<file path="src/sv/wva_pkg.sv">
package wva_pkg;

   // fixed point constants
   localparam logic [29:0] INV_K = 30'd652032874;  // 1/K of the cordic, 30 fraction bits
   localparam logic [14:0] DIR_FULL = 15'd23040;   // 360 degrees, 6 fraction bits
   localparam int GUARD = 14;

   // datapath widths
   localparam int XY_W = 42;      // cordic x and y
   localparam int Z_W = 26;       // cordic angle, degrees with 16 fraction bits
   localparam int MUL_W = 27;     // multiplier bits of the shift-add multiplier
   localparam int PROD_W = 57;    // product width, MUL_W + 30
   localparam int DIV_W = 39;     // dividend bits, 25 bit sum with 14 guard bits
   localparam int STEP_W = 6;     // step counter of the sequencer
   localparam int SUM_W = 25;
   localparam int RAIN_W = 22;

   localparam logic signed [Z_W-1:0] ANG_90 = 26'sd5898240;
   localparam logic signed [Z_W-1:0] ANG_180 = 26'sd11796480;
   localparam logic signed [Z_W-1:0] ANG_360 = 26'sd23592960;

   localparam logic signed [SUM_W-1:0] SUM_MAX = 25'sd16777215;
   localparam logic signed [SUM_W-1:0] SUM_MIN = -25'sd16777216;

   // selects which sum the divider works on
   typedef logic [1:0] div_sel_type;
   localparam div_sel_type DSEL_NORTH = 2'd0;
   localparam div_sel_type DSEL_EAST = 2'd1;
   localparam div_sel_type DSEL_RAIN = 2'd2;

   typedef logic [21:0] angle_step_type;

   // arctangent of 2^-i, degrees with 16 fraction bits
   function automatic angle_step_type atan_lookup(input logic [4:0] idx);
      angle_step_type val;
      case (idx)
         5'd0: val = 22'd2949120;
         5'd1: val = 22'd1740967;
         5'd2: val = 22'd919879;
         5'd3: val = 22'd466945;
         5'd4: val = 22'd234379;
         5'd5: val = 22'd117304;
         5'd6: val = 22'd58666;
         5'd7: val = 22'd29335;
         5'd8: val = 22'd14668;
         5'd9: val = 22'd7334;
         5'd10: val = 22'd3667;
         5'd11: val = 22'd1833;
         5'd12: val = 22'd917;
         5'd13: val = 22'd458;
         5'd14: val = 22'd229;
         5'd15: val = 22'd115;
         5'd16: val = 22'd57;
         5'd17: val = 22'd29;
         5'd18: val = 22'd14;
         5'd19: val = 22'd7;
         5'd20: val = 22'd4;
         5'd21: val = 22'd2;
         5'd22: val = 22'd1;
         default: val = 22'd0;
      endcase
      return val;
   endfunction

endpackage

</file>
<file path="src/sv/wind_vector_averager_top.sv">
// a plain sample runs through the serial multiplier, the cordic rotation and the sum
// a minute-end sample then runs three divisions (north, east, rain), the cordic vectoring,
// a second pass through the multiplier and the output step
// throughput: one transaction at a time, set by the single cordic and the serial multiplier
// the result register frees the input side while a result waits, until the next result is due
// reset (synchronous, active high) clears all sums, the sample count and the sequencer
module wind_vector_averager_top #(
   parameter int MAX_SAMPLES = 64,
   parameter int CORDIC_STEPS = 16
) (
   input  logic        clock,
   input  logic        reset,
   input  logic        req_valid,
   output logic        req_ready,
   input  logic [15:0] req_wind_speed,
   input  logic [14:0] req_wind_direction,
   input  logic [15:0] req_rain_amount,
   input  logic        req_minute_end,
   output logic        rsp_valid,
   input  logic        rsp_ready,
   output logic [15:0] rsp_avg_speed,
   output logic [14:0] rsp_avg_direction,
   output logic [15:0] rsp_avg_rain,
   output logic [6:0]  rsp_sample_count
);

   localparam int CNT_W = $clog2(MAX_SAMPLES + 1);
   localparam int XY_W = wva_pkg::XY_W;
   localparam int Z_W = wva_pkg::Z_W;

   localparam logic [3:0] ST_IDLE = 4'd0;
   localparam logic [3:0] ST_SMUL = 4'd1;
   localparam logic [3:0] ST_RSET = 4'd2;
   localparam logic [3:0] ST_ROT = 4'd3;
   localparam logic [3:0] ST_ACC = 4'd4;
   localparam logic [3:0] ST_DSET = 4'd5;
   localparam logic [3:0] ST_DIV = 4'd6;
   localparam logic [3:0] ST_DSTO = 4'd7;
   localparam logic [3:0] ST_VSET = 4'd8;
   localparam logic [3:0] ST_VEC = 4'd9;
   localparam logic [3:0] ST_MSET = 4'd10;
   localparam logic [3:0] ST_MMUL = 4'd11;
   localparam logic [3:0] ST_FIN = 4'd12;

   logic [3:0] state_ff, state_in;
   logic [wva_pkg::STEP_W-1:0] step_ff, step_in;
   logic done_ff, done_in;
   logic neg_ff, neg_in;
   logic signed [wva_pkg::SUM_W-1:0] north_sum_ff, north_sum_in;
   logic signed [wva_pkg::SUM_W-1:0] east_sum_ff, east_sum_in;
   logic [wva_pkg::RAIN_W-1:0] rain_sum_ff, rain_sum_in;
   logic [CNT_W-1:0] samples_ff, samples_in;
   logic signed [XY_W-1:0] x_ff, x_in, y_ff, y_in;
   logic signed [Z_W-1:0] z_ff, z_in;
   logic [wva_pkg::MUL_W-1:0] mplier_ff, mplier_in;
   logic [wva_pkg::PROD_W-1:0] mcand_ff, mcand_in, prod_ff, prod_in;
   wva_pkg::div_sel_type div_sel_ff, div_sel_in;
   logic [wva_pkg::DIV_W-1:0] dq_ff, dq_in;
   logic [CNT_W-1:0] drem_ff, drem_in;
   logic dneg_ff, dneg_in;
   logic [wva_pkg::RAIN_W-1:0] rain_q_ff, rain_q_in;
   logic zero_ff, zero_in;
   logic rsp_valid_ff, rsp_valid_in;
   logic [15:0] speed_ff, speed_in;
   logic [14:0] dir_ff, dir_in;
   logic [15:0] rain_ff, rain_in;
   logic [6:0] count_ff, count_in;

   // rain of the accepted transaction is held for the accumulate step
   logic [15:0] req_rain_amount_hold;
   logic [15:0] rain_hold_ff, rain_hold_in;

   // input angle preparation
   logic [14:0] dir_red;
   logic signed [Z_W-1:0] ang0, ang1, ang2;
   logic ang_neg;

   // cordic step
   logic [4:0] cidx;
   logic signed [XY_W-1:0] cdx, cdy;
   logic signed [Z_W-1:0] cat;
   logic cup;

   // accumulate
   logic signed [XY_W-1:0] cx, sy, cx_r, sy_r;
   logic signed [27:0] rnd_n, rnd_e;
   logic signed [28:0] n_wide, e_wide;
   logic [22:0] r_wide;

   // divider
   logic [CNT_W:0] r_sh, r_sub;
   logic r_ge;
   logic signed [XY_W-1:0] q_signed;
   logic [wva_pkg::SUM_W-1:0] div_mag;

   // result
   logic [41:0] m_q;
   logic [42:0] m_r;
   logic [28:0] m_g;
   logic signed [26:0] z_r;
   logic signed [16:0] d_raw;
   logic [14:0] d_wrap;
   logic signed [XY_W-1:0] x_pos;

   logic req_fire, out_free;

   assign req_ready = (state_ff == ST_IDLE);
   assign req_fire = req_valid && req_ready;
   assign out_free = !rsp_valid_ff || rsp_ready;
   assign req_rain_amount_hold = rain_hold_ff;

   // fold the input direction into +-90 degrees for the rotation
   always_comb begin
      dir_red = (req_wind_direction >= wva_pkg::DIR_FULL) ?
                req_wind_direction - wva_pkg::DIR_FULL : req_wind_direction;
      ang0 = {1'b0, dir_red, 10'b0};
      ang1 = (ang0 > wva_pkg::ANG_180) ? ang0 - wva_pkg::ANG_360 : ang0;
      ang_neg = 1'b0;
      ang2 = ang1;
      if (ang1 > wva_pkg::ANG_90) begin
         ang2 = ang1 - wva_pkg::ANG_180;
         ang_neg = 1'b1;
      end else if (ang1 < -wva_pkg::ANG_90) begin
         ang2 = ang1 + wva_pkg::ANG_180;
         ang_neg = 1'b1;
      end
   end

   // shared cordic micro-rotation, rotation mode steers by z, vectoring by y
   always_comb begin
      cidx = step_ff[4:0];
      cdx = y_ff >>> cidx;
      cdy = x_ff >>> cidx;
      cat = Z_W'(wva_pkg::atan_lookup(cidx));
      cup = (state_ff == ST_ROT) ? !z_ff[Z_W-1] : y_ff[XY_W-1];
   end

   // rounding and saturating accumulation of the components
   always_comb begin
      cx = neg_ff ? -x_ff : x_ff;
      sy = neg_ff ? -y_ff : y_ff;
      cx_r = cx + XY_W'(1 << (wva_pkg::GUARD - 1));
      sy_r = sy + XY_W'(1 << (wva_pkg::GUARD - 1));
      rnd_n = cx_r[41:14];
      rnd_e = sy_r[41:14];
      n_wide = 29'(north_sum_ff) + 29'(rnd_n);
      e_wide = 29'(east_sum_ff) + 29'(rnd_e);
      r_wide = 23'(rain_sum_ff) + 23'(req_rain_amount_hold);
   end

   // restoring divider step and operand pick
   always_comb begin
      r_sh = {drem_ff, dq_ff[wva_pkg::DIV_W-1]};
      r_ge = (r_sh >= {1'b0, samples_ff});
      r_sub = r_sh - {1'b0, samples_ff};
      q_signed = dneg_ff ? -XY_W'(dq_ff) : XY_W'(dq_ff);
      div_mag = (div_sel_ff == wva_pkg::DSEL_NORTH) ?
                (north_sum_ff[24] ? -north_sum_ff : north_sum_ff) :
                (east_sum_ff[24] ? -east_sum_ff : east_sum_ff);
   end

   // final scaling of magnitude and angle
   always_comb begin
      x_pos = x_ff[XY_W-1] ? '0 : x_ff;
      m_q = prod_ff[56:15];
      m_r = 43'(m_q) + 43'd8192;
      m_g = m_r[42:14];
      z_r = 27'(z_ff) + 27'sd512;
      d_raw = z_r[26:10];
      if (d_raw < 0) begin
         d_wrap = 15'(d_raw + 17'sd23040);
      end else if (d_raw >= 17'sd23040) begin
         d_wrap = 15'(d_raw - 17'sd23040);
      end else begin
         d_wrap = d_raw[14:0];
      end
   end

   // sequencer
   always_comb begin
      state_in = state_ff;
      step_in = step_ff;
      done_in = done_ff;
      neg_in = neg_ff;
      north_sum_in = north_sum_ff;
      east_sum_in = east_sum_ff;
      rain_sum_in = rain_sum_ff;
      samples_in = samples_ff;
      x_in = x_ff;
      y_in = y_ff;
      z_in = z_ff;
      mplier_in = mplier_ff;
      mcand_in = mcand_ff;
      prod_in = prod_ff;
      div_sel_in = div_sel_ff;
      dq_in = dq_ff;
      drem_in = drem_ff;
      dneg_in = dneg_ff;
      rain_q_in = rain_q_ff;
      zero_in = zero_ff;
      rain_hold_in = rain_hold_ff;
      rsp_valid_in = rsp_valid_ff;
      speed_in = speed_ff;
      dir_in = dir_ff;
      rain_in = rain_ff;
      count_in = count_ff;

      if (rsp_valid_ff && rsp_ready) begin
         rsp_valid_in = 1'b0;
      end

      unique case (state_ff) inside
         ST_IDLE: begin
            if (req_fire) begin
               done_in = req_minute_end;
               rain_hold_in = req_rain_amount;
               div_sel_in = wva_pkg::DSEL_NORTH;
               if (samples_ff < CNT_W'(MAX_SAMPLES)) begin
                  mplier_in = wva_pkg::MUL_W'(req_wind_speed) + 1'b1;
                  mcand_in = wva_pkg::PROD_W'(wva_pkg::INV_K);
                  prod_in = '0;
                  step_in = '0;
                  z_in = ang2;
                  neg_in = ang_neg;
                  state_in = ST_SMUL;
               end else if (req_minute_end) begin
                  state_in = ST_DSET;
               end
            end
         end
         ST_SMUL, ST_MMUL: begin
            if (mplier_ff[0]) begin
               prod_in = prod_ff + mcand_ff;
            end
            mcand_in = mcand_ff << 1;
            mplier_in = mplier_ff >> 1;
            step_in = step_ff + 1'b1;
            if (step_ff == wva_pkg::STEP_W'(wva_pkg::MUL_W - 1)) begin
               state_in = (state_ff == ST_SMUL) ? ST_RSET : ST_FIN;
            end
         end
         ST_RSET: begin
            x_in = XY_W'(prod_ff[45:16]);
            y_in = '0;
            step_in = '0;
            state_in = ST_ROT;
         end
         ST_ROT, ST_VEC: begin
            if (cup) begin
               x_in = x_ff - cdx;
               y_in = y_ff + cdy;
               z_in = z_ff - cat;
            end else begin
               x_in = x_ff + cdx;
               y_in = y_ff - cdy;
               z_in = z_ff + cat;
            end
            step_in = step_ff + 1'b1;
            if (step_ff == wva_pkg::STEP_W'(CORDIC_STEPS - 1)) begin
               state_in = (state_ff == ST_ROT) ? ST_ACC : ST_MSET;
            end
         end
         ST_ACC: begin
            if (n_wide > 29'(wva_pkg::SUM_MAX)) begin
               north_sum_in = wva_pkg::SUM_MAX;
            end else if (n_wide < 29'(wva_pkg::SUM_MIN)) begin
               north_sum_in = wva_pkg::SUM_MIN;
            end else begin
               north_sum_in = n_wide[24:0];
            end
            if (e_wide > 29'(wva_pkg::SUM_MAX)) begin
               east_sum_in = wva_pkg::SUM_MAX;
            end else if (e_wide < 29'(wva_pkg::SUM_MIN)) begin
               east_sum_in = wva_pkg::SUM_MIN;
            end else begin
               east_sum_in = e_wide[24:0];
            end
            rain_sum_in = r_wide[22] ? '1 : r_wide[21:0];
            samples_in = samples_ff + 1'b1;
            state_in = done_ff ? ST_DSET : ST_IDLE;
         end
         ST_DSET: begin
            if (div_sel_ff == wva_pkg::DSEL_RAIN) begin
               dq_in = wva_pkg::DIV_W'(rain_sum_ff);
               dneg_in = 1'b0;
            end else begin
               dq_in = {div_mag, 14'b0};
               dneg_in = (div_sel_ff == wva_pkg::DSEL_NORTH) ?
                         north_sum_ff[24] : east_sum_ff[24];
            end
            drem_in = '0;
            step_in = '0;
            state_in = ST_DIV;
         end
         ST_DIV: begin
            drem_in = r_ge ? r_sub[CNT_W-1:0] : r_sh[CNT_W-1:0];
            dq_in = {dq_ff[wva_pkg::DIV_W-2:0], r_ge};
            step_in = step_ff + 1'b1;
            if (step_ff == wva_pkg::STEP_W'(wva_pkg::DIV_W - 1)) begin
               state_in = ST_DSTO;
            end
         end
         ST_DSTO: begin
            case (div_sel_ff)
               wva_pkg::DSEL_NORTH: begin
                  x_in = q_signed;
                  div_sel_in = wva_pkg::DSEL_EAST;
                  state_in = ST_DSET;
               end
               wva_pkg::DSEL_EAST: begin
                  y_in = q_signed;
                  div_sel_in = wva_pkg::DSEL_RAIN;
                  state_in = ST_DSET;
               end
               default: begin
                  rain_q_in = dq_ff[wva_pkg::RAIN_W-1:0];
                  state_in = ST_VSET;
               end
            endcase
         end
         ST_VSET: begin
            zero_in = (x_ff == '0) && (y_ff == '0);
            if (x_ff[XY_W-1]) begin
               x_in = -x_ff;
               y_in = -y_ff;
               z_in = wva_pkg::ANG_180;
            end else begin
               z_in = '0;
            end
            step_in = '0;
            state_in = ST_VEC;
         end
         ST_MSET: begin
            mplier_in = x_pos[41:15];
            mcand_in = wva_pkg::PROD_W'(wva_pkg::INV_K);
            prod_in = '0;
            step_in = '0;
            state_in = ST_MMUL;
         end
         ST_FIN: begin
            if (out_free) begin
               rsp_valid_in = 1'b1;
               if (samples_ff == '0 || zero_ff) begin
                  speed_in = '0;
                  dir_in = '0;
               end else begin
                  speed_in = (m_g > 29'd65535) ? 16'hffff : m_g[15:0];
                  dir_in = d_wrap;
               end
               if (samples_ff == '0) begin
                  rain_in = '0;
               end else begin
                  rain_in = (rain_q_ff > 22'd65535) ? 16'hffff : rain_q_ff[15:0];
               end
               count_in = 7'(samples_ff);
               north_sum_in = '0;
               east_sum_in = '0;
               rain_sum_in = '0;
               samples_in = '0;
               state_in = ST_IDLE;
            end
         end
         default: begin
            state_in = ST_IDLE;
         end
      endcase
   end

   // control registers
   always_ff @(posedge clock) begin
      if (reset) begin
         state_ff <= ST_IDLE;
         rsp_valid_ff <= 1'b0;
         north_sum_ff <= '0;
         east_sum_ff <= '0;
         rain_sum_ff <= '0;
         samples_ff <= '0;
      end else begin
         state_ff <= state_in;
         rsp_valid_ff <= rsp_valid_in;
         north_sum_ff <= north_sum_in;
         east_sum_ff <= east_sum_in;
         rain_sum_ff <= rain_sum_in;
         samples_ff <= samples_in;
      end
   end

   // datapath registers
   always_ff @(posedge clock) begin
      step_ff <= step_in;
      done_ff <= done_in;
      neg_ff <= neg_in;
      x_ff <= x_in;
      y_ff <= y_in;
      z_ff <= z_in;
      mplier_ff <= mplier_in;
      mcand_ff <= mcand_in;
      prod_ff <= prod_in;
      div_sel_ff <= div_sel_in;
      dq_ff <= dq_in;
      drem_ff <= drem_in;
      dneg_ff <= dneg_in;
      rain_q_ff <= rain_q_in;
      zero_ff <= zero_in;
      rain_hold_ff <= rain_hold_in;
      speed_ff <= speed_in;
      dir_ff <= dir_in;
      rain_ff <= rain_in;
      count_ff <= count_in;
   end

   assign rsp_valid = rsp_valid_ff;
   assign rsp_avg_speed = speed_ff;
   assign rsp_avg_direction = dir_ff;
   assign rsp_avg_rain = rain_ff;
   assign rsp_sample_count = count_ff;

   // sample count never passes its limit
   a_count_limit: assert property (@(posedge clock) disable iff (reset)
      samples_ff <= CNT_W'(MAX_SAMPLES))
      else $error("sample count above limit");

   // a waiting result is never overwritten by a new one
   a_result_hold: assert property (@(posedge clock) disable iff (reset)
      (rsp_valid_ff && !rsp_ready) |=> (rsp_valid_ff && $stable(speed_ff) && $stable(dir_ff)))
      else $error("pending result overwritten");

   // issuing a result clears the period and frees the input
   a_period_clear: assert property (@(posedge clock) disable iff (reset)
      (state_ff == ST_FIN && out_free) |=>
         (samples_ff == '0 && rain_sum_ff == '0 && state_ff == ST_IDLE && rsp_valid_ff))
      else $error("period not cleared after result");

   // reported direction stays in 0 to below 360 degrees
   a_dir_range: assert property (@(posedge clock) disable iff (reset)
      rsp_valid_ff |-> (dir_ff < wva_pkg::DIR_FULL))
      else $error("direction out of range");

endmodule
</file>
<file path="config.mk">
export PLATFORM = sky130hd
export DESIGN_NAME = wind_vector_averager_top
export DESIGN_NICKNAME = d
export VERILOG_FILES = /design/src/sv/wva_pkg.sv /design/src/sv/wind_vector_averager_top.sv
export SDC_FILE = /design/constraint.sdc
export NUM_CORES = 2
export LEC_CHECK = 0
export BUFFER_PORTS_ARGS = -buffer_cell sky130_fd_sc_hd__buf_2
export CORE_MARGIN = 2
export CORE_UTILIZATION = 45
export CTS_BUF_LIST = sky130_fd_sc_hd__clkbuf_4
export CTS_CLUSTER_SIZE = 20
export DETAILED_ROUTE_END_ITERATION = 8
export PLACE_DENSITY_LB_ADDON = 0.08
export SLEW_MARGIN = 25
export SYNTH_ARGS = -nofsm -noshare
export SYNTH_HDL_FRONTEND = slang
export SYNTH_SLANG_ARGS = --single-unit
</file>
<file path="constraint.sdc">
create_clock -name clock -period 13.2 [get_ports clock]
set_input_delay 3.96 -clock clock [delete_from_list [all_inputs] [get_ports clock]]
set_output_delay 3.96 -clock clock [all_outputs]
set_load 0.1 [all_outputs]
</file>
==> results.txt <==
----------------------------------------------------
[Global route]
  GR Overflow Total ... 0
  Wire length of the first global-routing pass ... between 200,000 and 300,000 um
  Number of global-route vias before repair ... 40,697
  Largest net degree at the start of global routing ... between 100 and 150
  Initial antenna violation count ... 16
  GR Util All Layers ... between 30 and 40%

[Synthesis]
  Cell type contributing the most total cell area after synthesis ... sky130_fd_sc_hd__edfxtp_1
  Most used flip-flop cell after synthesis ... sky130_fd_sc_hd__edfxtp_1
  Flop and latch count out of synthesis ... 504
  Count of unique library cells instantiated by Yosys ... 106
  Seq/Total Area, Yosys ... slightly below 30%
  Biggest area contributors in the synthesized netlist ... sky130_fd_sc_hd__edfxtp_1, sky130_fd_sc_hd__ha_1, sky130_fd_sc_hd__xnor2_1
  Proportion of synthesized flip-flops having asynchronous set or reset ... 0%
  Synthesized instance count ... 5,664
  Post-synth EDFFs ... slightly below 400
  Syn_nets ... between 5,000 and 6,000
  Multiplexer fraction of the synthesized cell area ... under 10%
  Synth Cell Area ... 47,600 sq um
  Number of warnings reported in the yosys synthesis log ... 0
  Largest family of logic cells by synthesized area ... compound AO/OA/AOI/OAI gates
  Compound-gate portion of the synthesized area ... 22.6%
  Post-Synth Adder-Cell Area ... 7.56%
  Avg Inst Size Synth ... 8.41 sq um
  XOR/XNOR Fraction of Synth Area ... 11.1%
  Share of the synthesized area in the top cell type ... 25.1%
  Area share of and/or/nand/nor cells after synthesis ... between 10% and 20%

[Clock tree]
  Resized Gates After CTS ... 0
  Clock tree buffer depth ... 3
  Clock tree from TritonCTS ... built
  Hold buffer count at CTS ... 0
  Clock transition at the register clock pins on the worst setup and hold paths after CTS ... 0.06 ns
  Setup fix buffers added after clock tree synthesis ... 0
  H-tree level count ... 4
  Master cell of the clock root buffer ... sky130_fd_sc_hd__clkbuf_4
  Number of clock buffers inserted by TritonCTS ... approximately 150
  Sink Count ... 504
  Clock insertion delay at the later pin of the skew report ... ~1.1 ns

[Timing]
  Max-slew violations ... 0
  Setup clock skew after layout ... ~0.098 ns
  Post-layout min period ... 9.14 ns
  Actual slew at the worst max-slew pin ... around 1.2 ns
  Number of failing setup endpoints in the final timing report ... 0
  Final period utilization ... roughly 69%
  Rel. slew slack ... a little over a fifth
  Final critical-path setup slack ... slightly above 4 ns
  Max Freq ... 0.109 GHz
  Total Negative Setup Slacks ... 0 ns
  Endpoints failing hold ... 0
  RSZ-0062 raised after global routing ... no

[Routing]
  Total wire length after detailed routing ... 168,000 um
  First-pass iteration count of the detailed router ... 6
  Met2 wire length ... between 70,000 and 80,000 um
  Number of vias per cell after detailed routing ... around 6
  Drt wl/cell ... 23.4 um
  Detailed-routed wire length on met3 ... between 10,000 and 15,000 um
  Number of remaining DRC errors ... 0
  Count of vias placed by the detailed router ... roughly 44,000
  Top Metal Used ... met5
  Routed metal-1 wire length ... ~77,000 um
  Drt initial violations ... ~4,300
  Number of nets with antenna violations after routing ... 0

[Die]
  Total number of placement rows ... between 100 and 150
  Die Height ... ~330 um
  Core ar. ... around 110,000 sq um
  Die area ... ~110,000 sq um
  Io pins ... 108
  Starting Density ... a little under half
  Die boundary width ... 329 um

[Final layout]
  Layout cell share with drive strength beyond 1 ... 10.7%
  Final cell utilization of the core ... between 40% and 50%
  Number of nets in the final layout ... ~6,000
  Post-route insts no fill ... ~7,200
  Area growth from synthesis to layout ... 7.45%

[Power]
  Power density cells ... between 300 and 400 nW/um^2
  Reported leakage power ... between 15 and 20 nW
  Total power after layout ... approximately 16 mW
  Worst supply voltage drop on vdd ... 0.000173 V

[Place]
  Number of placed instances with taps included ... just under 7,000
  Final HPWL from detailed placement ... ~130,000 um
  Pre-CTS worst setup slack ... roughly 3.0 ns
  Total of buffers placed on input and output ports ... 107
  Placer's final routability congestion estimate ... ~1.0

[Run]
  Number of maximum-capacitance violations ... 0

[Worst setup path]
  Largest driver fanout on the critical path ... 11
  Worst reg2reg path startpoint ... x_ff[9]
  Type of element capturing the critical path ... register
  Crit path launch ... req_wind_direction[3]
  End point of the critical path ... z_ff[24]
  Arrival time at the worst endpoint ... 9.92 ns
  Critical path class ... primary input to register
  Reg2reg path depth ... 24
  Crit path required time ... approximately 14 ns
  Capturing point of the worst reg2reg path ... north_sum_ff[2]
  Nature of the critical path startpoint ... primary input
  R2r setup slk ... between 4 and 5 ns

[Status]
  Run status ... complete, no violations

[Hold path]
  Path class of the lowest-slack min-delay path ... register to register

----------------------------------------------------
-- kinds of logic (layout without fill, tap and decap cells) --
logic type | count (synthesis) | count (layout)
flip-flops | 504 | 504
adder cells (fa/ha/maj) | 283 | 283
other | 0 | 12
multiplexers | 182 | 182
AND/OR/NAND/NOR | 1951 | 1951
buffers and inverters | 481 | 591
XOR/XNOR | 602 | 602
AO/OA/AOI/OAI | 1661 | 1661
-- state kept, by name, summed over array words and instances (netlist names), 25 cells and up --
| signal | count |
|---|---|
| x_ff | 42 |
| dq_ff | 39 |
| mcand_ff | 56 |
| north_sum_ff | 25 |
| prod_ff | 56 |
| mplier_ff | 26 |
| east_sum_ff | 25 |
| z_ff | 26 |
| y_ff | 42 |
-- layout make-up --
class	instances	area (sq um)
Sequential cell	504	14100
Tap cell	1391	1740
Timing Repair Buffer	171	1040
Clock buffer	228	1710
Antenna cell	12	30.0
Inverter	146	549
Multi-Input combinational cell	4679	31700
Fill cell	10479	54000
Clock inverter	46	280
-- cell usage after synthesis (all sizes together), types with 29 or more instances --
master / instances
nand3: 146
o21ai: 356
and3: 95
nor3: 121
inv: 144
xor2: 263
mux2i: 91
a21oi: 447
and2: 34
o211ai: 33
mux2: 36
nand2: 551
xnor2: 339
nand2b: 84
nand4: 34
nor2: 565
a221oi: 46
clkbuf: 264
a211oi: 66
a31oi: 84
mux4: 55
a21o: 146
ha: 275
buf: 71
nor4: 47
or3: 75
nor2b: 73
dfxtp: 106
o21a: 62
a22oi: 32
o22ai: 51
o31ai: 63
or4: 29
edfxtp: 398
-- per-stage QoR --
| step | area (sq um) | hold slack, ns |
|---|---|---|
| 6_report | 51200 | 0.469 |
| 5_1_grt | 51200 | 0.484 |
| 4_1_cts | 51100 | 0.474 |
| 3_5_place_dp | 49100 | 0.461 |
| 3_3_place_gp | 49100 | 0.452 |
| 2_1_floorplan | 47600 | 0.431 |
-- routing by layer --
metal | up-vias | global-route usage, %
met3 | 276 | 7.39
met1 | 21334 | 42.9
met2 | 1616 | 45.1
met4 | 8 | 9.57
li1 | 21085 | -
met5 | - | 0
-- placed cells by master, fill, tap and decap left out, types with 113 or more instances in the layout --
| cell | netlist | layout |
|---|---|---|
| sky130_fd_sc_hd__a21o_1 | 146 | 146 |
| sky130_fd_sc_hd__a21oi_1 | 447 | 447 |
| sky130_fd_sc_hd__clkbuf_4 | 0 | 228 |
| sky130_fd_sc_hd__edfxtp_1 | 398 | 398 |
| sky130_fd_sc_hd__ha_1 | 275 | 275 |
| sky130_fd_sc_hd__inv_1 | 139 | 135 |
| sky130_fd_sc_hd__nand2_1 | 549 | 548 |
| sky130_fd_sc_hd__nand3_1 | 143 | 141 |
| sky130_fd_sc_hd__nor2_1 | 565 | 561 |
| sky130_fd_sc_hd__nor3_1 | 116 | 113 |
| sky130_fd_sc_hd__o21ai_0 | 347 | 344 |
| sky130_fd_sc_hd__xnor2_1 | 339 | 338 |
| sky130_fd_sc_hd__xor2_1 | 263 | 263 |
-- critical path: stages --
cell	delay (ns)
sky130_fd_sc_hd__buf_2	0.11
sky130_fd_sc_hd__or4_1	0.60
sky130_fd_sc_hd__nor4_1	0.72
sky130_fd_sc_hd__a21oi_1	0.34
sky130_fd_sc_hd__a21o_1	0.37
sky130_fd_sc_hd__ha_1	0.22
sky130_fd_sc_hd__a21oi_1	0.12
sky130_fd_sc_hd__a21oi_1	0.07
sky130_fd_sc_hd__o21a_1	0.21
sky130_fd_sc_hd__a21oi_1	0.69
sky130_fd_sc_hd__xnor2_1	0.34
sky130_fd_sc_hd__inv_1	0.16
sky130_fd_sc_hd__ha_1	0.21
sky130_fd_sc_hd__nand2_1	0.09
sky130_fd_sc_hd__a31oi_1	0.08
sky130_fd_sc_hd__o311ai_0	0.78
sky130_fd_sc_hd__nand2_1	0.33
sky130_fd_sc_hd__o22ai_1	0.28
sky130_fd_sc_hd__xnor2_1	0.15
sky130_fd_sc_hd__o31ai_1	0.08
-- how the worst min path moves through the flow --
stage | from | to | depth (start not counted)
floorplan | samples_ff[2] | rsp_sample_count[2] | 0
global placement | samples_ff[2] | rsp_sample_count[2] | 0
detailed placement | samples_ff[2] | rsp_sample_count[2] | 0
CTS | east_sum_ff[1] | east_sum_ff[1] | 2
global route | samples_ff[2] | rsp_sample_count[2] | 0
finish | samples_ff[2] | rsp_sample_count[2] | 0
-- power by group --
group	switching, mW	internal (mW)	total (mW)
clock network	0.771	0.833	1.60
registers	0.666	2.45	3.12
logic	6.97	4.41	11.4
total	8.41	7.70	16.1
Note: power is estimated with default switching activity, not from simulation.
